File: src/design/kevq_pkg.sv
// Key event queue package: beat structs, opcodes, event codes, defaults.
// No dependencies.
package kevq_pkg;

  localparam int QUEUE_DEPTH_DEF = 16;
  localparam int NUM_KEYS_DEF    = 256;

  localparam logic [2:0] OP_KEY_DOWN = 3'd0;
  localparam logic [2:0] OP_KEY_UP   = 3'd1;
  localparam logic [2:0] OP_POP      = 3'd2;
  localparam logic [2:0] OP_FLUSH    = 3'd3;
  localparam logic [2:0] OP_PUSH     = 3'd4;

  localparam logic [1:0] EV_NONE = 2'd0;
  localparam logic [1:0] EV_DOWN = 2'd1;
  localparam logic [1:0] EV_UP   = 2'd2;
  localparam logic [1:0] EV_BAD  = 2'd3;

  localparam logic [8:0] NO_KEY = 9'h100;

  typedef struct packed {
    logic [2:0] opcode;
    logic [7:0] key_code;
    logic [1:0] push_type;
  } item_t;

  typedef struct packed {
    logic [1:0] event_type;
    logic [8:0] event_key;
    logic       key_pressed;
    logic       queue_empty;
    logic [4:0] queue_count;
    logic       dropped_oldest;
  } result_t;

  typedef struct packed {
    logic [1:0] ev_type;
    logic [8:0] ev_key;
  } slot_t;

  localparam int SLOT_W = $bits(slot_t);

endpackage

File: src/design/kevq_ram.sv
// Generic single-write, single-read RAM with registered read data.
// No dependencies.
module kevq_ram #(
  parameter int WIDTH = 8,
  parameter int DEPTH = 16
) (
  input  logic                     clk,
  input  logic                     we,
  input  logic [$clog2(DEPTH)-1:0] waddr,
  input  logic [WIDTH-1:0]         wdata,
  input  logic [$clog2(DEPTH)-1:0] raddr,
  output logic [WIDTH-1:0]         rdata
);

  logic [WIDTH-1:0] mem [DEPTH];

  always_ff @(posedge clk) begin
    if (we) begin
      mem[waddr] <= wdata;
    end
    rdata <= mem[raddr];
  end

endmodule

File: src/design/key_event_queue.sv
// Key event queue: per-key pressed bits plus an event queue that drops its oldest entry.
// The item beat is held in an input register; the result beat is registered when it leaves that register.
// Throughput: one item per cycle while the result side is not stalled; input register, one logic pass, result register.
// Reset clears pressed bits, read pointer and count; slot RAM is not cleared.
// Depends on kevq_pkg and kevq_ram.
module key_event_queue
  import kevq_pkg::*;
#(
  parameter int QUEUE_DEPTH = QUEUE_DEPTH_DEF,
  parameter int NUM_KEYS    = NUM_KEYS_DEF
) (
  input  logic    clk,
  input  logic    rst,
  input  logic    item_valid,
  output logic    item_ready,
  input  item_t   item,
  output logic    result_valid,
  input  logic    result_ready,
  output result_t result
);

  localparam int PTR_W = $clog2(QUEUE_DEPTH);
  localparam int CNT_W = $clog2(QUEUE_DEPTH + 1);
  localparam int SUM_W = CNT_W + 1;
  localparam int KEY_W = $clog2(NUM_KEYS);
  localparam logic [CNT_W-1:0] CNT_FULL  = CNT_W'(QUEUE_DEPTH);
  localparam logic [PTR_W-1:0] PTR_LAST  = PTR_W'(QUEUE_DEPTH - 1);
  localparam logic [SUM_W-1:0] SUM_DEPTH = SUM_W'(QUEUE_DEPTH);
  localparam logic [8:0]       KEY_LIMIT = 9'(NUM_KEYS);

  logic                s1_valid;
  item_t               s1_item;
  logic [NUM_KEYS-1:0] pressed;
  logic [PTR_W-1:0]    rp;
  logic [CNT_W-1:0]    cnt;
  logic                byp_hit;
  slot_t               byp_data;

  logic                s1_fire;
  logic                key_ok;
  logic [KEY_W-1:0]    key_idx;
  logic                pressed_cur;
  logic                pressed_after;
  slot_t               ram_rdata;
  slot_t               head;
  logic                full;
  logic [PTR_W-1:0]    rp_inc;
  logic [PTR_W-1:0]    rp_adv;
  logic [CNT_W-1:0]    cnt_base;
  logic [SUM_W-1:0]    wr_sum;
  logic [PTR_W-1:0]    wr_ptr;
  logic [PTR_W-1:0]    rp_next;
  logic [CNT_W-1:0]    cnt_next;
  logic [CNT_W+4:0]    cnt_ext;
  logic                enq;
  slot_t               enq_slot;
  logic                set_bit;
  logic                bit_val;
  logic                flush;
  logic                dropped;
  logic [1:0]          ev_type;
  logic [8:0]          ev_key;
  result_t             result_next;

  assign s1_fire     = s1_valid && (!result_valid || result_ready);
  assign item_ready  = !s1_valid || s1_fire;
  assign key_ok      = {1'b0, s1_item.key_code} < KEY_LIMIT;
  assign key_idx     = s1_item.key_code[KEY_W-1:0];
  assign pressed_cur = key_ok && pressed[key_idx];
  assign head        = byp_hit ? byp_data : ram_rdata;

  assign full     = cnt == CNT_FULL;
  assign rp_inc   = (rp == PTR_LAST) ? '0 : rp + 1'b1;
  assign rp_adv   = full ? rp_inc : rp;
  assign cnt_base = full ? CNT_FULL - 1'b1 : cnt;
  assign wr_sum   = SUM_W'(rp_adv) + SUM_W'(cnt_base);
  assign wr_ptr   = (wr_sum >= SUM_DEPTH) ? PTR_W'(wr_sum - SUM_DEPTH) : PTR_W'(wr_sum);

  always_comb begin
    rp_next       = rp;
    cnt_next      = cnt;
    enq           = 1'b0;
    enq_slot      = '0;
    set_bit       = 1'b0;
    bit_val       = 1'b0;
    flush         = 1'b0;
    pressed_after = pressed_cur;
    ev_type       = EV_NONE;
    ev_key        = '0;
    if (s1_fire) begin
      unique case (s1_item.opcode)
        OP_KEY_DOWN: begin
          pressed_after = key_ok;
          if (key_ok && !pressed_cur) begin
            set_bit  = 1'b1;
            bit_val  = 1'b1;
            enq      = 1'b1;
            enq_slot = '{ev_type: EV_DOWN, ev_key: {1'b0, s1_item.key_code}};
          end
        end
        OP_KEY_UP: begin
          pressed_after = 1'b0;
          if (pressed_cur) begin
            set_bit  = 1'b1;
            enq      = 1'b1;
            enq_slot = '{ev_type: EV_UP, ev_key: {1'b0, s1_item.key_code}};
          end
        end
        OP_POP: begin
          if (cnt != '0) begin
            ev_type  = head.ev_type;
            ev_key   = head.ev_key;
            rp_next  = rp_inc;
            cnt_next = cnt - 1'b1;
          end else begin
            ev_key = NO_KEY;
          end
        end
        OP_FLUSH: begin
          flush         = 1'b1;
          rp_next       = '0;
          cnt_next      = '0;
          pressed_after = 1'b0;
        end
        OP_PUSH: begin
          enq      = 1'b1;
          enq_slot = '{ev_type: (s1_item.push_type == EV_BAD) ? EV_NONE : s1_item.push_type,
                       ev_key:  {1'b0, s1_item.key_code}};
        end
        default: begin
        end
      endcase
      if (enq) begin
        rp_next  = rp_adv;
        cnt_next = cnt_base + 1'b1;
      end
    end
  end

  assign dropped = enq && full;
  assign cnt_ext = {5'b0, cnt_next};

  always_comb begin
    result_next.event_type     = ev_type;
    result_next.event_key      = ev_key;
    result_next.key_pressed    = pressed_after;
    result_next.queue_empty    = cnt_next == '0;
    result_next.queue_count    = cnt_ext[4:0];
    result_next.dropped_oldest = dropped;
  end

  kevq_ram #(
    .WIDTH(SLOT_W),
    .DEPTH(QUEUE_DEPTH)
  ) u_slots (
    .clk  (clk),
    .we   (enq),
    .waddr(wr_ptr),
    .wdata(enq_slot),
    .raddr(rp_next),
    .rdata(ram_rdata)
  );

  always_ff @(posedge clk) begin
    if (rst) begin
      s1_valid     <= 1'b0;
      result_valid <= 1'b0;
      pressed      <= '0;
      rp           <= '0;
      cnt          <= '0;
      byp_hit      <= 1'b0;
    end else begin
      if (item_ready) begin
        s1_valid <= item_valid;
      end
      if (s1_fire) begin
        result_valid <= 1'b1;
      end else if (result_ready) begin
        result_valid <= 1'b0;
      end
      if (flush) begin
        pressed <= '0;
      end else if (set_bit) begin
        pressed[key_idx] <= bit_val;
      end
      rp      <= rp_next;
      cnt     <= cnt_next;
      // same-edge write to the head slot is forwarded around the RAM read
      byp_hit <= enq && (wr_ptr == rp_next);
    end
  end

  always_ff @(posedge clk) begin
    if (item_valid && item_ready) begin
      s1_item <= item;
    end
    if (s1_fire) begin
      result <= result_next;
    end
    byp_data <= enq_slot;
  end

  a_cnt_bound: assert property (@(posedge clk) disable iff (rst)
    cnt <= CNT_FULL)
    else $error("queue count above depth");

  a_flush_clears: assert property (@(posedge clk) disable iff (rst)
    s1_fire && s1_item.opcode == OP_FLUSH |=> cnt == '0 && rp == '0 && pressed == '0)
    else $error("flush left state behind");

  a_drop_full: assert property (@(posedge clk) disable iff (rst)
    s1_fire && dropped |=> cnt == CNT_FULL)
    else $error("drop did not leave queue full");

endmodule

File: config.mk
export PLATFORM = sky130hd
export DESIGN_NAME = key_event_queue
export DESIGN_NICKNAME = d
export VERILOG_FILES = /design/src/design/kevq_pkg.sv /design/src/design/kevq_ram.sv /design/src/design/key_event_queue.sv
export SDC_FILE = /design/constraint.sdc
export NUM_CORES = 1
export LEC_CHECK = 0
export BUFFER_PORTS_ARGS = -buffer_cell sky130_fd_sc_hd__clkbuf_2
export CORE_MARGIN = 2
export CORE_UTILIZATION = 40
export DETAILED_ROUTE_END_ITERATION = 6
export GPL_TIMING_DRIVEN = 0
export SLEW_MARGIN = 20
export SYNTH_ARGS = -nofsm -noshare
export SYNTH_HDL_FRONTEND = slang
export SYNTH_HIERARCHICAL = 1
export SYNTH_SLANG_ARGS = --single-unit
File: constraint.sdc
create_clock -name clk -period 13.35 [get_ports clk]
set_input_delay 1.335 -clock clk [delete_from_list [all_inputs] [get_ports clk]]
set_output_delay 1.335 -clock clk [all_outputs]
set_load 0.03 [all_outputs]
==> results.sh, run 1 <==
export IMPL_fin_ws_ps=6781
export IMPL_final_hold_viol_count=0
export IMPL_max_clock_freq_mhz=152.2
export IMPL_die_y_um=241.5
export IMPL_cp_cell_sequence="buf_2 > buf_2 > buf_1 > o22ai_1 > nor3_1 > a2111oi_2 > nor3_1 > o211a_1 > buf_2 > mux2i_2 > mux2i_1 > o21ai_0 > clkbuf_2 > buf_1 > mux4_2 > a22oi_1 > nand2_1"
export IMPL_seqPwrFrac=0.486
export IMPL_die_w_um=241.5
export IMPL_antenna_left=0
export IMPL_avgViaCountPerCell=5.616
export IMPL_hold_path_class="reg2reg"
export IMPL_area_delta_synth_final_pct=13.83
export IMPL_wl_um=64040
export IMPL_ys_flop_type="dfxtp_1"
export IMPL_p_sw_uw=748.3
export IMPL_worstPathArrival_ps=7040
export IMPL_critPathLaunchType="flop"
export IMPL_grt_pass1_wl_um=97390
export IMPL_grt_use_total=0.2224
export IMPL_synth_edf_count=208
export IMPL_root_buffer="clkbuf_16"
export IMPL_synth_distinct_cells=74
export IMPL_clkLatencyLatePin_ps=630
export IMPL_numCtsBuffers=53
export IMPL_rows=87
export IMPL_synth_async_sr_flop_share=0
export IMPL_power_total_uw=3271
export IMPL_grt_max_degree=29
export IMPL_layout_drive_gt1_share=0.1636
export IMPL_skew_ps=35.72
export IMPL_final_max_slew_viol_count=0
export IMPL_dp_hpwl_um=43780
export IMPL_cp_max_fo=10
export IMPL_cts_sinks=497
export IMPL_slowest_delay_ps=800
export IMPL_synth_cells=1906
export IMPL_clk_path_buf_depth=3
export IMPL_coreArea_mm2=0.05606
export IMPL_cts_setup_buffers=0
export IMPL_total_leakage_power_uw=0.01001
export IMPL_whs_ps=456.4
export IMPL_crit_required_ps=13820
export IMPL_yosys_warnings=6
export IMPL_routed_via_count=15814
export IMPL_ios=38
export IMPL_pwr_share_comb=0.053
export IMPL_antenna_found_initial=0
export IMPL_path_buf_inv=6
export IMPL_cts_repair_resized=0
export IMPL_maxCapViolCount=0
export IMPL_wl_per_cell_um=22.74
export IMPL_critPathKind="reg2reg"
export IMPL_grt_overflow=0
export IMPL_cts_tree="yes"
export IMPL_power_share_clock=0.461
export IMPL_power_density_mw_per_mm2=127.4
export IMPL_drtIter0Drc=1233
export IMPL_period_share=0.4920
export IMPL_die_area_mm2=0.05831
export IMPL_path_delay_family="buffers and inverters"
export IMPL_final_nets=2043
export IMPL_ys_ff_latch=497
export IMPL_slowest_stage="nor3_1"
export IMPL_seq_area_frac_synth=0.5334
export IMPL_netlist_area_mm2=0.02256
export IMPL_peakVddDrop_mv=0.1039
export IMPL_dpl_worst_slack_ps=6890
export IMPL_drc_errors=0
export IMPL_swShare=0.2288
export IMPL_start_util=0.4024
export IMPL_port_buffers=37
export IMPL_crit_top_cell="buf_2"
export IMPL_hold_buffers=0
export IMPL_internal_power_uw=2523
export IMPL_crit_path_end_kind="flop"
export IMPL_status="completed"
export IMPL_rsz0062_at_grt="no"
export IMPL_syn_avg_cell_area_um2=11.83
export IMPL_place_congestion=0.9402
export IMPL_clk_pin_slew_ps=60
export IMPL_finalCriticalPeriod_ps=6569
export IMPL_diodes=0
export IMPL_worst_pin_slew_ps=1121
export IMPL_first_pass_iters=5
export IMPL_tns_ps=0
export IMPL_grt_pass1_vias=15887
export IMPL_maxSlewHeadroom=0.2408
export IMPL_fill_cells=5098
export IMPL_htree_levels=2
export IMPL_setup_viol=0
cells by family after synthesis:
kind of cell               Yosys count  synth area share
other                                1         0.0001662
muxes                              338            0.2106
and+or+nand+nor                    644            0.1281
buffers and inverters              177           0.03639
DFF                                497            0.5334
AOI/OAI and AO/OA                  235           0.08382
adders and majority gates            6          0.003661
xor gates and xnor gates             8          0.003939
worst register-to-register path, stage by stage (launching register included):
cell	delay, ps
edfxtp_1	340
buf_2	440
buf_2	370
buf_1	670
o22ai_1	200
nor3_1	350
a2111oi_2	90
nor3_1	800
o211a_1	270
buf_2	200
mux2i_2	570
mux2i_1	150
o21ai_0	210
clkbuf_2	280
buf_1	520
mux4_2	440
a22oi_1	360
nand2_1	160
final timing paths:
kind	from	end	slack, ps	cells past startpoint
worst max-delay path	key_idx[2]$_DFFE_PP_	u_slots/rdata[8]$_DFF_P_	6780	17
worst min-delay path	pressed[125]$_SDFFE_PP0P_	pressed[125]$_SDFFE_PP0P_	460	2
worst max register to register	key_idx[2]$_DFFE_PP_	u_slots/rdata[8]$_DFF_P_	6780	17
worst min register to register	pressed[125]$_SDFFE_PP0P_	pressed[125]$_SDFFE_PP0P_	460	2
layer usage:
metal | vias to the layer above | global-route usage | wire length, um
met3 | 143 | 0.03624 | 3907
met4 | 0 | 0.08605 | 2375
li1 | 7196 | - | -
met5 | - | 0 | 0
met2 | 544 | 0.3706 | 30470
met1 | 7931 | 0.2907 | 27280
layout make-up:
cell class                 instances  area (um2)  area share
clock buffer                      78        1563     0.06086
multi-input combinational       1247        9819      0.3824
buffer                           163       769.5     0.02997
inverter                          14       52.55    0.002047
clock inverter                    17       241.5    0.009405
sequential                       497       12030      0.4686
tap                              756       945.9     0.03684
timing repair buffer              44       252.7    0.009844
flip-flops by register name, indices dropped and copies added, names as in the netlist:
register       flops
byp_data          10
byp_hit            1
cnt                5
key_idx            8
pressed          256
result            19
result_valid       1
rp                 4
s1_item            5
s1_valid           1
u_slots/mem      176
u_slots/rdata     11
cell usage in the layout (no fill, tap or decap), types with 5 or more instances in the layout:
cell type / instances
buf_2: 34
clkbuf_1: 105
nand3_1: 21
nand2b_1: 15
and3_1: 8
dfxtp_1: 289
o211ai_1: 54
mux2_2: 8
nor2b_1: 25
nor2_1: 51
nand2_1: 442
clkbuf_2: 39
o31ai_2: 16
nor2_2: 11
a211oi_1: 6
conb_1: 16
mux4_1: 16
inv_1: 13
o21ai_0: 14
nor3_4: 7
clkbuf_8: 10
a21oi_1: 14
o211ai_2: 14
o22ai_1: 5
mux2i_1: 223
edfxtp_1: 208
a22oi_1: 31
nor4_1: 5
ha_1: 5
buf_6: 13
buf_1: 18
nor3_2: 5
o31ai_1: 49
clkinv_2: 5
mux4_2: 87
buf_4: 9
clkbuf_16: 55
nor3_1: 26
Yosys cell counts, types with 25 or more instances:
library cell / number / share of area
nand2_1: 442 / 0.074
dfxtp_1: 289 / 0.26
mux2i_1: 223 / 0.099
edfxtp_1: 208 / 0.28
clkbuf_1: 93 / 0.015
mux4_2: 87 / 0.087
nor2_1: 62 / 0.010
o211ai_1: 54 / 0.018
o31ai_1: 49 / 0.016
buf_2: 34 / 0.0075
a22oi_1: 31 / 0.010
nor3_1: 31 / 0.0069
nor2b_1: 25 / 0.0069
power by group through the flow:
stage	Sequential (uW)	Combinational (uW)	Clock [uW]
floorplan	1630	107	0
CTS	1590	170	1540
detailed placement	1620	169	0
finish	1590	172	1510
global placement	1620	166	0
global route	1590	183	1590
metrics by stage:
step	std cells	cell area, um2	utilization
finish	2816	25680	0.4580
global route	2816	25680	0.4580
CTS	2816	25660	0.4577
detailed placement	2721	23850	0.4255
global placement	2714	23740	0.4235
floorplan	1921	22610	-
No activity file was read; power rests on OpenSTA's default activity.
==> run 2, diff against run 1 <==
clock period = 6.1 ns   (was 13.35 ns; I/O delays follow)
==> run 2 against run 1 <==
Effect of this change:
- count of clock-buffer cells in the layout unchanged
- maximum frequency up 10%
- critical path depth unchanged
- flip-flop and latch count unchanged
- first-iteration DRC count down 5.6%
- combinational power up 120%
- wire length about the same
- largest power group unchanged
- highest routed layer unchanged
==> results.sh, run 2 (synthesis results as in run 1) <==
export IMPL_fin_ws_ps=150.2
export IMPL_cts_tree="yes"
export IMPL_path_delay_family="buffers and inverters"
export IMPL_clkLatencyLatePin_ps=630
export IMPL_place_congestion=0.9402
export IMPL_period_share=0.9754
export IMPL_drc_errors=0
export IMPL_numCtsBuffers=53
export IMPL_maxCapViolCount=0
export IMPL_avgViaCountPerCell=5.622
export IMPL_reg_largest_list="pressed (256), u_slots/mem (176), result (19)"
export IMPL_layout_commonest_cell="nand2_1"
export IMPL_grt_use_total=0.2223
export IMPL_skew_ps=33.60
export IMPL_hold_path_class="in2reg"
export IMPL_rsz0062_at_grt="no"
export IMPL_port_buffers=37
export IMPL_setup_viol=0
export IMPL_rows=87
export IMPL_power_density_mw_per_mm2=278.4
export IMPL_hold_buffers=0
export IMPL_die_y_um=241.5
export IMPL_path_buf_inv=6
export IMPL_finalCriticalPeriod_ps=5950
export IMPL_layout_drive_gt1_share=0.1661
export IMPL_total_leakage_power_uw=0.01002
export IMPL_final_max_slew_viol_count=0
export IMPL_wl_um=64040
export IMPL_peakVddDrop_mv=0.2279
export IMPL_slowest_stage="mux4_1"
export IMPL_wl_per_cell_um=22.75
export IMPL_crit_top_cell="buf_2"
export IMPL_critPathLaunchType="flop"
export IMPL_final_nets=2042
export IMPL_first_pass_iters=5
export IMPL_worstPathArrival_ps=6440
export IMPL_dpl_worst_slack_ps=-359.5
export IMPL_drtIter0Drc=1164
export IMPL_slowest_delay_ps=630
export IMPL_maxSlewHeadroom=0.2831
export IMPL_clk_path_buf_depth=3
export IMPL_clk_pin_slew_ps=60
export IMPL_cp_max_fo=10
export IMPL_cts_sinks=497
export IMPL_worst_pin_slew_ps=1071
export IMPL_start_util=0.4024
export IMPL_tns_ps=0
export IMPL_htree_levels=2
export IMPL_area_delta_synth_final_pct=13.93
export IMPL_final_hold_viol_count=0
export IMPL_root_buffer="clkbuf_16"
export IMPL_die_area_mm2=0.05831
export IMPL_largest_reg_flops=256
export IMPL_final_cell_mix="442 x nand2_1, 289 x dfxtp_1, 223 x mux2i_1"
export IMPL_crit_path_end_kind="flop"
export IMPL_grt_overflow=0
export IMPL_fin_util=0.4584
export IMPL_critPathKind="reg2reg"
export IMPL_ios=38
export IMPL_grt_pass1_vias=15884
export IMPL_grt_max_degree=29
export IMPL_grt_pass1_wl_um=97360
export IMPL_die_w_um=241.5
export IMPL_antenna_found_initial=0
export IMPL_dp_hpwl_um=43780
export IMPL_crit_required_ps=6590
export IMPL_routed_via_count=15826
export IMPL_diodes=0
export IMPL_coreArea_mm2=0.05606
export IMPL_status="completed"
export IMPL_antenna_left=0
export IMPL_regMostFlops="pressed"
export IMPL_cp_cell_sequence="buf_2 > clkbuf_4 > buf_2 > mux2i_1 > nand3_1 > nand3_1 > o311ai_2 > o211a_1 > buf_2 > mux2i_2 > mux2i_1 > o21ai_0 > buf_6 > buf_6 > mux4_1 > a22oi_1 > nand2_1"
export IMPL_max_clock_freq_mhz=168.1
-- run 2: path summary, 6_finish.rpt --
check	endpoint	depth (start not counted)	from	slack (ps)
max reg2reg	u_slots/rdata[1]$_DFF_P_	17	key_idx[1]$_DFFE_PP_	150
min	s1_item[0]$_DFFE_PP_	1	item[0]	160
max	u_slots/rdata[1]$_DFF_P_	17	key_idx[1]$_DFFE_PP_	150
min reg2reg	pressed[125]$_SDFFE_PP0P_	2	pressed[125]$_SDFFE_PP0P_	460
-- run 2: area by class of cell --
cell class              instances  area (um2)
clock inverters                17       241.5
clock buffers                  78        1563
multi-input cells            1247        9839
plain buffers                 162       773.2
fillers                      5095       30360
repair buffers                 44       252.7
flip-flops and latches        497       12030
inverters                      14       52.55
well taps                     756       945.9
-- run 2: worst reg2reg max path, cell delays in order (launching register included) --
cell,delay [ps]
edfxtp_1,460
buf_2,510
clkbuf_4,480
buf_2,420
mux2i_1,390
nand3_1,120
nand3_1,150
o311ai_2,240
o211a_1,290
buf_2,170
mux2i_2,520
mux2i_1,150
o21ai_0,320
buf_6,240
buf_6,210
mux4_1,630
a22oi_1,410
nand2_1,100
-- run 2: stage by stage --
stage / std cells / hold slack (ps) / area, um2 / power [uW]
after floorplan: 1921 / 433.9 / 22610 / 3796
after global placement: 2714 / 440.9 / 23740 / 3918
after detailed placement: 2721 / 450.7 / 23850 / 3924
after CTS: 2815 / 131.1 / 25680 / 7215
after global routing: 2815 / 147.9 / 25700 / 7368
final: 2815 / 161.1 / 25700 / 7155
-- run 2: power by group --
part / leakage, uW / switching [uW] / internal, uW
combinational: 0.00467 / 276 / 101
clock: 0.000877 / 1350 / 1950
sequential: 0.00447 / 9.65 / 3470
-- run 2: timing repair --
item	in CTS	in global routing
resized for setup	4	4
setup buffers	0	0
endpoints found under the setup margin	22	11
-- run 2: per-layer routing --
layer	track usage	vias to the layer above	routed length, um
li1	-	7196	-
met4	0.08586	0	2419
met5	0	-	0
met2	0.3693	492	30450
met3	0.03658	148	3428
met1	0.2913	7990	27740
